[src/midi_voice_allocator_macros.svh]
// Assertion macros for the MIDI voice allocator RTL.
// Depends on aclk and aresetn being visible where a macro is used.
`ifndef MIDI_VOICE_ALLOCATOR_MACROS_SVH
`define MIDI_VOICE_ALLOCATOR_MACROS_SVH

// Same-cycle implication, checked out of reset.
`define MVA_ASSERT_IMPL(lbl, ante, cons, msg) \
    lbl: assert property (@(posedge aclk) disable iff (!aresetn) (ante) |-> (cons)) \
        else $error(msg);

// Next-cycle implication, checked out of reset.
`define MVA_ASSERT_NEXT(lbl, ante, cons, msg) \
    lbl: assert property (@(posedge aclk) disable iff (!aresetn) (ante) |=> (cons)) \
        else $error(msg);

`endif

[src/mva_pkg.sv]
// Shared types and constants for the MIDI voice allocator.
// No dependencies.
`default_nettype none
package mva_pkg;
    localparam int MAX_SLOTS = 12;
    localparam int SLOT_W = (MAX_SLOTS > 1) ? $clog2(MAX_SLOTS) : 1;
    localparam int CNT_W = $clog2(MAX_SLOTS + 1);

    localparam logic [7:0] FREE_NOTE    = 8'hff;
    localparam logic [7:0] CMD_NOTE_ON  = 8'h90;
    localparam logic [7:0] CMD_NOTE_OFF = 8'h80;
    localparam logic [7:0] CMD_POLY_AT  = 8'hA0;
    localparam logic [7:0] CMD_CHAN_AT  = 8'hD0;
    localparam logic [7:0] CHAN_MSG_MAX = 8'hEF;
    localparam logic [7:0] CMD_MASK     = 8'hf0;
    localparam logic [7:0] CHAN_MASK    = 8'h0f;

    typedef enum logic [1:0] {
        CFG_INPUT_CHANNEL = 2'd0,
        CFG_OUTPUT_BASE   = 2'd1,
        CFG_VOICE_COUNT   = 2'd2,
        CFG_UNUSED        = 2'd3
    } cfg_index_t;

    // Search record handed from cell to cell.
    typedef struct packed {
        logic              valid;
        logic [7:0]        note;
        logic              match_found;
        logic [SLOT_W-1:0] match_idx;
        logic              free_found;
        logic [SLOT_W-1:0] free_idx;
        logic [31:0]       best_age;
        logic [SLOT_W-1:0] best_idx;
        logic [7:0]        best_note;
    } probe_t;

    // Slot write from the sequencer.
    typedef struct packed {
        logic              en;
        logic              stamp_en;
        logic [SLOT_W-1:0] idx;
        logic [7:0]        note;
    } slot_wr_t;
endpackage
`default_nettype wire

[src/midi_voice_allocator.sv]
// MIDI voice allocator with oldest-note stealing.
// Channels: s_ stream takes one MIDI message per transfer; m_ stream gives
// the resulting messages, m_tuser set when the input is forwarded unchanged
// and m_tlast on the final result of each input message.
// Configuration: cfg_wr_en/cfg_index/cfg_wdata write input channel, output
// base channel and voice count; write only while the block is idle.
// Path: a forwarded message is held in the candidate registers and then
// loaded into the output register. A channel message walks the row of
// MAX_SLOTS slot cells, one cell a cycle, before its first result is latched
// as a candidate; further results follow one per cycle while the output is free.
// Flow: one message at a time; s_tready is high only while idle, so a new
// message is taken only once the previous one, with all of its results, has
// been fully handled.
// Reset: synchronous, aresetn low; all slots free, stamps and age counter
// cleared, registers at input channel 14, base channel 0, four voices.
// Stall: results hold in the output register while m_tready is low, and the
// sequencer waits unless the result is dropped; no result is lost or repeated.
`default_nettype none
module midi_voice_allocator (
    input  wire logic        aclk,
    input  wire logic        aresetn,
    input  wire logic        s_tvalid,
    output logic             s_tready,
    input  wire logic [23:0] s_tdata,   // status_byte[7:0], data_one[14:8], data_two[21:15]
    output logic             m_tvalid,
    input  wire logic        m_tready,
    output logic [23:0]      m_tdata,   // out_status[7:0], out_data_one[14:8], out_data_two[21:15]
    output logic             m_tuser,   // pass_through[0]
    output logic             m_tlast,
    input  wire logic        cfg_wr_en,
    input  wire logic [1:0]  cfg_index,
    input  wire logic [4:0]  cfg_wdata
);
`include "midi_voice_allocator_macros.svh"

    localparam int SW = mva_pkg::SLOT_W;

    typedef enum logic [2:0] {
        ST_IDLE = 3'b001,
        ST_SCAN = 3'b010,
        ST_EMIT = 3'b100
    } state_t;

    state_t state_reg, state_next;

    // configuration
    logic [4:0] in_chan_reg;
    logic [3:0] base_reg;
    logic [3:0] voices_reg;
    logic [mva_pkg::CNT_W-1:0] n_active;

    // latched message
    logic [7:0] sts_reg, sts_next;
    logic [6:0] d1_reg, d1_next;
    logic [6:0] d2_reg, d2_next;

    // pending result candidate
    logic [SW-1:0] cand_slot_reg, cand_slot_next;
    logic [7:0]    cand_cmd_reg, cand_cmd_next;
    logic [6:0]    cand_d1_reg, cand_d1_next;
    logic [6:0]    cand_d2_reg, cand_d2_next;
    logic          cand_last_reg, cand_last_next;
    logic          cand_pass_reg, cand_pass_next;
    logic          steal_reg, steal_next;
    logic          bcast_reg, bcast_next;
    logic [SW-1:0] bcast_end_reg, bcast_end_next;
    logic [31:0]   stamp_reg, stamp_next;

    // output register
    logic        m_valid_reg, m_valid_next;
    logic [23:0] m_data_reg, m_data_next;
    logic        m_user_reg, m_user_next;
    logic        m_last_reg, m_last_next;

    mva_pkg::probe_t   chain [mva_pkg::MAX_SLOTS+1];
    mva_pkg::probe_t   res;
    mva_pkg::slot_wr_t wr;

    logic       s_acc;
    logic [7:0] in_sts;
    logic [6:0] in_d1;
    logic       in_chan_msg;
    logic [4:0] ch_sum;
    logic       drop;
    logic       out_free;
    logic [7:0] cmd;
    logic [4:0] chan_lim;
    logic [4:0] n_minus1;

    assign in_sts = s_tdata[7:0];
    assign in_d1  = s_tdata[14:8];
    assign s_tready = (state_reg == ST_IDLE);
    assign s_acc = s_tvalid && s_tready;
    assign in_chan_msg = in_sts >= mva_pkg::CMD_NOTE_OFF && in_sts <= mva_pkg::CHAN_MSG_MAX
                         && {1'b0, in_sts[3:0]} == in_chan_reg;

    // saturate the voice count to the slot row
    assign n_active = ({1'b0, voices_reg} > 5'(mva_pkg::MAX_SLOTS))
                    ? mva_pkg::CNT_W'(mva_pkg::MAX_SLOTS)
                    : mva_pkg::CNT_W'(voices_reg);

    // start a probe into the chain on every allocator message
    always_comb begin
        chain[0]       = '0;
        chain[0].valid = s_acc && in_chan_msg;
        chain[0].note  = {1'b0, in_d1};
    end

    for (genvar i = 0; i < mva_pkg::MAX_SLOTS; i++) begin : g_cell
        mva_cell u_cell (
            .aclk       (aclk),
            .aresetn    (aresetn),
            .idx        (SW'(i)),
            .n_active   (n_active),
            .next_stamp (stamp_reg),
            .wr         (wr),
            .probe_in   (chain[i]),
            .probe_out  (chain[i+1])
        );
    end

    assign res = chain[mva_pkg::MAX_SLOTS];
    assign cmd = sts_reg & mva_pkg::CMD_MASK;
    assign ch_sum = {1'b0, base_reg} + 5'(cand_slot_reg);
    assign drop = !cand_pass_reg && ch_sum[4];
    assign out_free = !m_valid_reg || m_tready;
    assign chan_lim = 5'd15 - {1'b0, base_reg};
    assign n_minus1 = 5'(n_active) - 5'd1;

    always_comb begin
        state_next     = state_reg;
        sts_next       = sts_reg;
        d1_next        = d1_reg;
        d2_next        = d2_reg;
        cand_slot_next = cand_slot_reg;
        cand_cmd_next  = cand_cmd_reg;
        cand_d1_next   = cand_d1_reg;
        cand_d2_next   = cand_d2_reg;
        cand_last_next = cand_last_reg;
        cand_pass_next = cand_pass_reg;
        steal_next     = steal_reg;
        bcast_next     = bcast_reg;
        bcast_end_next = bcast_end_reg;
        stamp_next     = stamp_reg;
        m_valid_next   = m_valid_reg && !m_tready;
        m_data_next    = m_data_reg;
        m_user_next    = m_user_reg;
        m_last_next    = m_last_reg;
        wr             = '0;

        unique case (state_reg)
            ST_IDLE: begin
                if (s_acc) begin
                    sts_next = in_sts;
                    d1_next  = in_d1;
                    d2_next  = s_tdata[21:15];
                    if (in_chan_msg) begin
                        state_next = ST_SCAN;
                    end else begin
                        // forward unchanged
                        cand_cmd_next  = in_sts;
                        cand_d1_next   = in_d1;
                        cand_d2_next   = s_tdata[21:15];
                        cand_pass_next = 1'b1;
                        cand_last_next = 1'b1;
                        steal_next     = 1'b0;
                        bcast_next     = 1'b0;
                        state_next     = ST_EMIT;
                    end
                end
            end
            ST_SCAN: begin
                if (res.valid) begin
                    cand_pass_next = 1'b0;
                    cand_last_next = 1'b1;
                    steal_next     = 1'b0;
                    bcast_next     = 1'b0;
                    cand_cmd_next  = cmd;
                    cand_d1_next   = d1_reg;
                    cand_d2_next   = d2_reg;
                    state_next     = ST_IDLE;
                    if (cmd == mva_pkg::CMD_NOTE_ON && d2_reg != '0) begin
                        if (n_active != '0) begin
                            state_next = ST_EMIT;
                            if (res.match_found) begin
                                // retrigger, stamp kept
                                cand_slot_next = res.match_idx;
                            end else begin
                                wr.en       = 1'b1;
                                wr.stamp_en = 1'b1;
                                wr.note     = {1'b0, d1_reg};
                                stamp_next  = stamp_reg + 32'd1;
                                if (res.free_found) begin
                                    wr.idx         = res.free_idx;
                                    cand_slot_next = res.free_idx;
                                end else begin
                                    // steal oldest: note off first
                                    wr.idx         = res.best_idx;
                                    cand_slot_next = res.best_idx;
                                    cand_cmd_next  = mva_pkg::CMD_NOTE_OFF;
                                    cand_d1_next   = res.best_note[6:0];
                                    cand_d2_next   = '0;
                                    cand_last_next = 1'b0;
                                    steal_next     = 1'b1;
                                end
                            end
                        end
                    end else if (cmd == mva_pkg::CMD_NOTE_ON || cmd == mva_pkg::CMD_NOTE_OFF) begin
                        if (res.match_found) begin
                            wr.en          = 1'b1;
                            wr.idx         = res.match_idx;
                            wr.note        = mva_pkg::FREE_NOTE;
                            cand_slot_next = res.match_idx;
                            cand_cmd_next  = mva_pkg::CMD_NOTE_OFF;
                            state_next     = ST_EMIT;
                        end
                    end else if (cmd == mva_pkg::CMD_POLY_AT) begin
                        if (res.match_found) begin
                            cand_slot_next = res.match_idx;
                            cand_cmd_next  = mva_pkg::CMD_CHAN_AT;
                            cand_d1_next   = d2_reg;
                            cand_d2_next   = '0;
                            state_next     = ST_EMIT;
                        end
                    end else begin
                        if (n_active != '0) begin
                            // broadcast to every active slot, up to the last one that fits a channel
                            cand_slot_next = '0;
                            bcast_next     = 1'b1;
                            bcast_end_next = (chan_lim < n_minus1) ? SW'(chan_lim)
                                                                   : SW'(n_minus1);
                            cand_last_next = (chan_lim == 5'd0) || (n_minus1 == 5'd0);
                            state_next     = ST_EMIT;
                        end
                    end
                end
            end
            ST_EMIT: begin
                if (drop || out_free) begin
                    if (!drop) begin
                        m_valid_next = 1'b1;
                        m_data_next  = {2'b00, cand_d2_reg, cand_d1_reg,
                                        cand_pass_reg ? cand_cmd_reg
                                                      : {cand_cmd_reg[7:4], ch_sum[3:0]}};
                        m_user_next  = cand_pass_reg;
                        m_last_next  = cand_last_reg;
                    end
                    if (steal_reg) begin
                        // follow the note off with the new note on
                        steal_next     = 1'b0;
                        cand_cmd_next  = mva_pkg::CMD_NOTE_ON;
                        cand_d1_next   = d1_reg;
                        cand_d2_next   = d2_reg;
                        cand_last_next = 1'b1;
                    end else if (bcast_reg && cand_slot_reg != bcast_end_reg
                                 && 5'(cand_slot_reg) < n_minus1) begin
                        cand_slot_next = cand_slot_reg + SW'(1);
                        cand_last_next = (cand_slot_reg + SW'(1)) == bcast_end_reg;
                    end else begin
                        bcast_next = 1'b0;
                        state_next = ST_IDLE;
                    end
                end
            end
            default: state_next = ST_IDLE;
        endcase
    end

    always_ff @(posedge aclk) begin
        if (!aresetn) begin
            state_reg   <= ST_IDLE;
            in_chan_reg <= 5'd14;
            base_reg    <= 4'd0;
            voices_reg  <= 4'd4;
            stamp_reg   <= '0;
            steal_reg   <= 1'b0;
            bcast_reg   <= 1'b0;
            m_valid_reg <= 1'b0;
        end else begin
            state_reg   <= state_next;
            stamp_reg   <= stamp_next;
            steal_reg   <= steal_next;
            bcast_reg   <= bcast_next;
            m_valid_reg <= m_valid_next;
            if (cfg_wr_en) begin
                unique case (mva_pkg::cfg_index_t'(cfg_index))
                    mva_pkg::CFG_INPUT_CHANNEL: in_chan_reg <= cfg_wdata;
                    mva_pkg::CFG_OUTPUT_BASE:   base_reg    <= cfg_wdata[3:0];
                    mva_pkg::CFG_VOICE_COUNT:   voices_reg  <= cfg_wdata[3:0];
                    default: ;
                endcase
            end
        end
    end

    always_ff @(posedge aclk) begin
        sts_reg       <= sts_next;
        d1_reg        <= d1_next;
        d2_reg        <= d2_next;
        cand_slot_reg <= cand_slot_next;
        cand_cmd_reg  <= cand_cmd_next;
        cand_d1_reg   <= cand_d1_next;
        cand_d2_reg   <= cand_d2_next;
        cand_last_reg <= cand_last_next;
        cand_pass_reg <= cand_pass_next;
        bcast_end_reg <= bcast_end_next;
        m_data_reg    <= m_data_next;
        m_user_reg    <= m_user_next;
        m_last_reg    <= m_last_next;
    end

    assign m_tvalid = m_valid_reg;
    assign m_tdata  = m_data_reg;
    assign m_tuser  = m_user_reg;
    assign m_tlast  = m_last_reg;

    `MVA_ASSERT_IMPL(a_scan_done_in_scan, res.valid, state_reg == ST_SCAN, "probe left chain outside scan")
    `MVA_ASSERT_NEXT(a_accept_leaves_idle, s_acc, state_reg != ST_IDLE, "accepted item left block idle")
    `MVA_ASSERT_IMPL(a_load_from_emit, $rose(m_valid_reg), $past(state_reg == ST_EMIT), "result loaded outside emit")
endmodule
`default_nettype wire

[src/mva_cell.sv]
// One voice slot: held note, age stamp and one stage of the search chain.
// Depends on mva_pkg.
`default_nettype none
module mva_cell (
    input  wire logic                       aclk,
    input  wire logic                       aresetn,
    input  wire logic [mva_pkg::SLOT_W-1:0] idx,
    input  wire logic [mva_pkg::CNT_W-1:0]  n_active,
    input  wire logic [31:0]                next_stamp,
    input  wire mva_pkg::slot_wr_t          wr,
    input  wire mva_pkg::probe_t            probe_in,
    output mva_pkg::probe_t                 probe_out
);
    logic [7:0]      note_reg;
    logic [31:0]     stamp_reg;
    mva_pkg::probe_t probe_reg, probe_next;
    logic [31:0]     age;
    logic            in_range;

    assign age = next_stamp - stamp_reg;
    assign in_range = mva_pkg::CNT_W'(idx) < n_active;

    always_comb begin
        probe_next = probe_in;
        if (in_range) begin
            if (!probe_in.match_found && note_reg == probe_in.note) begin
                probe_next.match_found = 1'b1;
                probe_next.match_idx   = idx;
            end
            if (!probe_in.free_found && note_reg == mva_pkg::FREE_NOTE) begin
                probe_next.free_found = 1'b1;
                probe_next.free_idx   = idx;
            end
            // first slot seeds the oldest search; strictly older wins
            if (idx == '0 || age > probe_in.best_age) begin
                probe_next.best_age  = age;
                probe_next.best_idx  = idx;
                probe_next.best_note = note_reg;
            end
        end
    end

    always_ff @(posedge aclk) begin
        if (!aresetn) begin
            note_reg  <= mva_pkg::FREE_NOTE;
            stamp_reg <= '0;
            probe_reg <= '0;
        end else begin
            probe_reg <= probe_next;
            if (wr.en && wr.idx == idx) begin
                note_reg <= wr.note;
                if (wr.stamp_en) begin
                    stamp_reg <= next_stamp;
                end
            end
        end
    end

    assign probe_out = probe_reg;
endmodule
`default_nettype wire

[config.mk]
export PLATFORM = sky130hd
export DESIGN_NAME = midi_voice_allocator
export DESIGN_NICKNAME = d
export VERILOG_FILES = /design/src/mva_pkg.sv /design/src/midi_voice_allocator.sv /design/src/mva_cell.sv
export VERILOG_INCLUDE_DIRS = /design/src /design/src/src
export SDC_FILE = /design/constraint.sdc
export NUM_CORES = 2
export LEC_CHECK = 0
export BUFFER_PORTS_ARGS = -buffer_cell sky130_fd_sc_hd__clkbuf_2
export CAP_MARGIN = 40
export CORE_UTILIZATION = 30
export DETAILED_ROUTE_END_ITERATION = 8
export GPL_ROUTABILITY_DRIVEN = 0
export HOLD_SLACK_MARGIN = 0.08
export SYNTH_ARGS = -nofsm -noshare
export SYNTH_HDL_FRONTEND = slang
export SYNTH_SLANG_ARGS = --single-unit
[constraint.sdc]
create_clock -name aclk -period 13.3 [get_ports aclk]
set_input_delay 1.995 -clock aclk [delete_from_list [all_inputs] [get_ports aclk]]
set_output_delay 1.995 -clock aclk [all_outputs]
set_load 0.01 [all_outputs]
==> impl_results.rst <==
.. list-table::
   :header-rows: 1

   * - Metric
     - Value
   * - Outcome
     - completed
   * - Initial Util
     - 0.302
   * - Proportion of layout cells with a drive suffix above 1
     - 0.0574
   * - DRC violations left
     - 0
   * - Vias in the first global route
     - 58,600
   * - Netlist Area Pre-Place
     - 72,500 um2
   * - TritonCTS clock tree
     - done
   * - Via count
     - between 50,000 and 60,000
   * - Count of hold buffers inserted by post-cts repair
     - 0
   * - Area added between synthesis and finish
     - 12.2%
   * - Max FFs per register
     - 648
   * - Clk sinks
     - 1,253
   * - Hold violation total from the final report
     - 0
   * - Final core utilization
     - 0.338
   * - Setup Skew
     - 0.0433 ns
   * - Yosys top cell area share
     - 0.326
   * - Ranking of synthesized cells by area
     - sky130_fd_sc_hd__dfxtp_1, sky130_fd_sc_hd__ha_1, sky130_fd_sc_hd__a21oi_1
   * - List of most frequent post-synthesis cells
     - sky130_fd_sc_hd__dfxtp_1, sky130_fd_sc_hd__nand2_1, sky130_fd_sc_hd__nor2_1
   * - Overflow left after global routing
     - 0
   * - Maximum fanout along the worst path
     - between 40 and 50
   * - Initial DRC Count
     - 4,478
   * - Highest clock frequency the design can meet
     - 139 MHz
   * - Gate Count Post-Synth
     - 8,807
   * - Sequential cell area fraction in the yosys report
     - 0.356
   * - Synth warnings
     - 0
   * - Std-Cell Core Area
     - about 240,000 um2
   * - Data arrival time at the worst-slack endpoint
     - 7.81 ns
   * - Synthesized area divided by synthesized cell count
     - 8.23 um2
   * - Cell taking the most area after synthesis
     - sky130_fd_sc_hd__dfxtp_1
   * - Detailed-route wire length
     - 200,000 um
   * - Ys flop type
     - sky130_fd_sc_hd__dfxtp_1
   * - I/O pin total
     - 64
   * - Final worst path period share
     - 0.540
   * - Static Leakage
     - 34.5 nW
   * - Clk Tree Root Cell
     - sky130_fd_sc_hd__clkbuf_16
   * - Number of instances resized during post-cts repair
     - 0
   * - Count of distinct cell types in the synthesized netlist
     - 87
   * - DIE AREA
     - 244,000 um2
   * - Post-CTS setup buffer count
     - 0
   * - Number of flops mapped to enable cells by yosys
     - 74
   * - RSZ-0062 raised after global routing
     - false
   * - Peak VDD IR
     - about 0.10 mV
   * - Crit start category
     - register
   * - Routed wire per std cell
     - ~17 um
   * - Share of synthesized registers carrying an async set or reset
     - 0
   * - Most common cell in the synthesized netlist
     - sky130_fd_sc_hd__dfxtp_1
   * - Final total negative setup slack
     - 0 ns
   * - Max-cap violations
     - 0
   * - Worst-case headroom to the max-slew limit
     - 0.218
   * - H-Tree Depth
     - 4
   * - Number of core rows
     - 180
   * - Minimum setup slack after placement
     - 6.22 ns
   * - Final setup margin
     - 6.12 ns
   * - Endpoints failing setup
     - 0
   * - Buffers on Ports
     - 59
   * - Worst EP required
     - 13.93 ns
   * - P per Cell Area
     - 100 nW/um2
   * - Maximum root-to-sink buffer count
     - 3
   * - Clock transition at path regs
     - around 0.06 ns
   * - Die Y
     - 493 um
   * - Minimum period implied by the final worst setup slack
     - 7.18 ns
   * - Pin count of the biggest net entering global routing
     - 205
   * - HP Class
     - reg -> reg
   * - Type of the setup path with the least slack
     - reg -> reg
   * - Count of nets left with antenna violations after detail routing
     - 0
   * - Total number of nets in the final design
     - 9,521
   * - Crit path capture type
     - register
   * - Post-synthesis sequential element count
     - between 1,000 and 1,500
   * - Final Max Tran Viols
     - 0
   * - DIE WIDTH
     - 493 um
   * - Source-to-sink clock delay at the later pin of the worst-skew pair
     - 0.80 ns
   * - Num CTS Buffers
     - 139
   * - First-pass DRT Iterations
     - 6
   * - Transition time at the pin with the least slew margin
     - 1.17 ns
   * - Estimated wirelength of the detail-placed design
     - 148,000 um
   * - Post-route worst hold slack
     - 0.408 ns
   * - First-pass GRT wire length
     - ~320,000 um
   * - Overall routing resource usage
     - 0.160
   * - Number of antenna violations at the first check in global routing
     - 5
   * - Routed vias/inst
     - 4.99
final timing paths:
kind                                        from                              to  depth (start not counted)  slack [ns]
setup / recovery                    stamp_reg[0]   g_cell[3].u_cell.probe_out[2]                         27        6.12
hold / removal    g_cell[7].u_cell.probe_out[49]  g_cell[8].u_cell.probe_out[49]                          2        0.41
setup reg to reg                    stamp_reg[0]   g_cell[3].u_cell.probe_out[2]                         27        6.12
hold reg to reg   g_cell[7].u_cell.probe_out[49]  g_cell[8].u_cell.probe_out[49]                          2        0.41
cells by family after synthesis:
family	count (synthesis)	synth area share
flip-flops	1253	0.356
adder cells (fa/ha/maj)	753	0.131
AO/OA/AOI/OAI	2034	0.174
XOR/XNOR	465	0.0562
buffers and inverters	1228	0.0651
AND/OR/NAND/NOR	2744	0.172
multiplexers	329	0.0455
other	1	0.0000517
layout make-up:
class                           instances  area, um2
Tap cell                             3185       3990
Inverter                              842       3170
Fill cell                           24500     159000
Clock inverter                         57        953
Multi-Input combinational cell       6327      42100
Clock buffer                          191       3960
Antenna cell                            1       2.50
Sequential cell                      1253      25900
Timing Repair Buffer                  169       1290
placed cells by master (no fill, tap or decap), drive strengths merged, types with 13 or more instances in the layout:
master / synthesis / final
or2: 26 / 26
a31o: 17 / 17
a211o: 20 / 20
nand2: 914 / 914
inv: 841 / 845
xnor2: 249 / 249
clkbuf: 325 / 251
o21ai: 291 / 291
nand4: 160 / 160
a22o: 29 / 29
a31oi: 37 / 37
mux2i: 326 / 326
nor2: 905 / 905
a21o: 343 / 343
clkinv: 1 / 32
a221oi: 14 / 14
o21a: 78 / 78
xor2: 216 / 216
nor4: 44 / 44
dfxtp: 1179 / 1179
nand2b: 71 / 71
fa: 13 / 13
bufinv: 0 / 17
a22oi: 13 / 13
and2: 122 / 122
ha: 740 / 740
edfxtp: 74 / 74
and3: 71 / 71
or4: 14 / 14
a211oi: 56 / 56
a21boi: 16 / 16
a21oi: 881 / 881
or3: 32 / 32
nor2b: 79 / 79
o211ai: 61 / 61
nand3: 189 / 189
o31ai: 19 / 19
buf: 61 / 108
o21bai: 42 / 42
nor3: 79 / 79
per-layer routing:
| metal | vias to the layer above | global-route usage | part of all wire |
|---|---|---|---|
| met5 | - | 0 | 0 |
| li1 | 30000 | - | - |
| met1 | 28200 | 0.204 | 0.45 |
| met2 | 1450 | 0.275 | 0.47 |
| met4 | 0 | 0.0550 | 0.032 |
| met3 | 356 | 0.0210 | 0.047 |
through the flow:
step           instance area, um2  total power, W  instances
2_1_floorplan               72500         0.00406       8808
3_3_place_gp                76100         0.00412      11800
3_5_place_dp                76400         0.00414      11800
4_1_cts                     81300         0.00824      12000
5_1_grt                     81300         0.00841      12000
6_report                    81300         0.00815      12000
critical path, stage by stage, from the launching register on:
cell	delay [ns]
sky130_fd_sc_hd__dfxtp_1	0.29
sky130_fd_sc_hd__buf_4	0.26
sky130_fd_sc_hd__inv_1	0.09
sky130_fd_sc_hd__buf_4	0.32
sky130_fd_sc_hd__ha_1	0.25
sky130_fd_sc_hd__inv_1	0.06
sky130_fd_sc_hd__fa_1	0.40
sky130_fd_sc_hd__a21o_1	0.19
sky130_fd_sc_hd__nand3_1	0.10
sky130_fd_sc_hd__a21boi_0	0.13
sky130_fd_sc_hd__o311ai_0	0.68
sky130_fd_sc_hd__a21oi_1	0.28
sky130_fd_sc_hd__a221o_1	0.45
sky130_fd_sc_hd__a21boi_0	0.51
sky130_fd_sc_hd__o21bai_1	0.17
sky130_fd_sc_hd__xor2_1	0.18
sky130_fd_sc_hd__ha_1	0.30
sky130_fd_sc_hd__a21o_1	0.17
sky130_fd_sc_hd__a21o_1	0.17
sky130_fd_sc_hd__a21o_1	0.17
sky130_fd_sc_hd__a21oi_1	0.13
sky130_fd_sc_hd__nor2b_1	0.05
sky130_fd_sc_hd__o21ai_0	0.30
sky130_fd_sc_hd__o311ai_0	0.24
sky130_fd_sc_hd__o311ai_2	0.13
sky130_fd_sc_hd__buf_4	0.60
sky130_fd_sc_hd__mux2i_1	0.27
sky130_fd_sc_hd__nor2_1	0.06
report_power, final:
part	switching [W]	internal [W]	total (W)
clock	0.00166	0.00244	0.00409
sequential	0.0000204	0.00385	0.00387
combinational	0.000134	0.0000534	0.000188
total	0.00181	0.00634	0.00815
(Power assumes the default switching activity.)
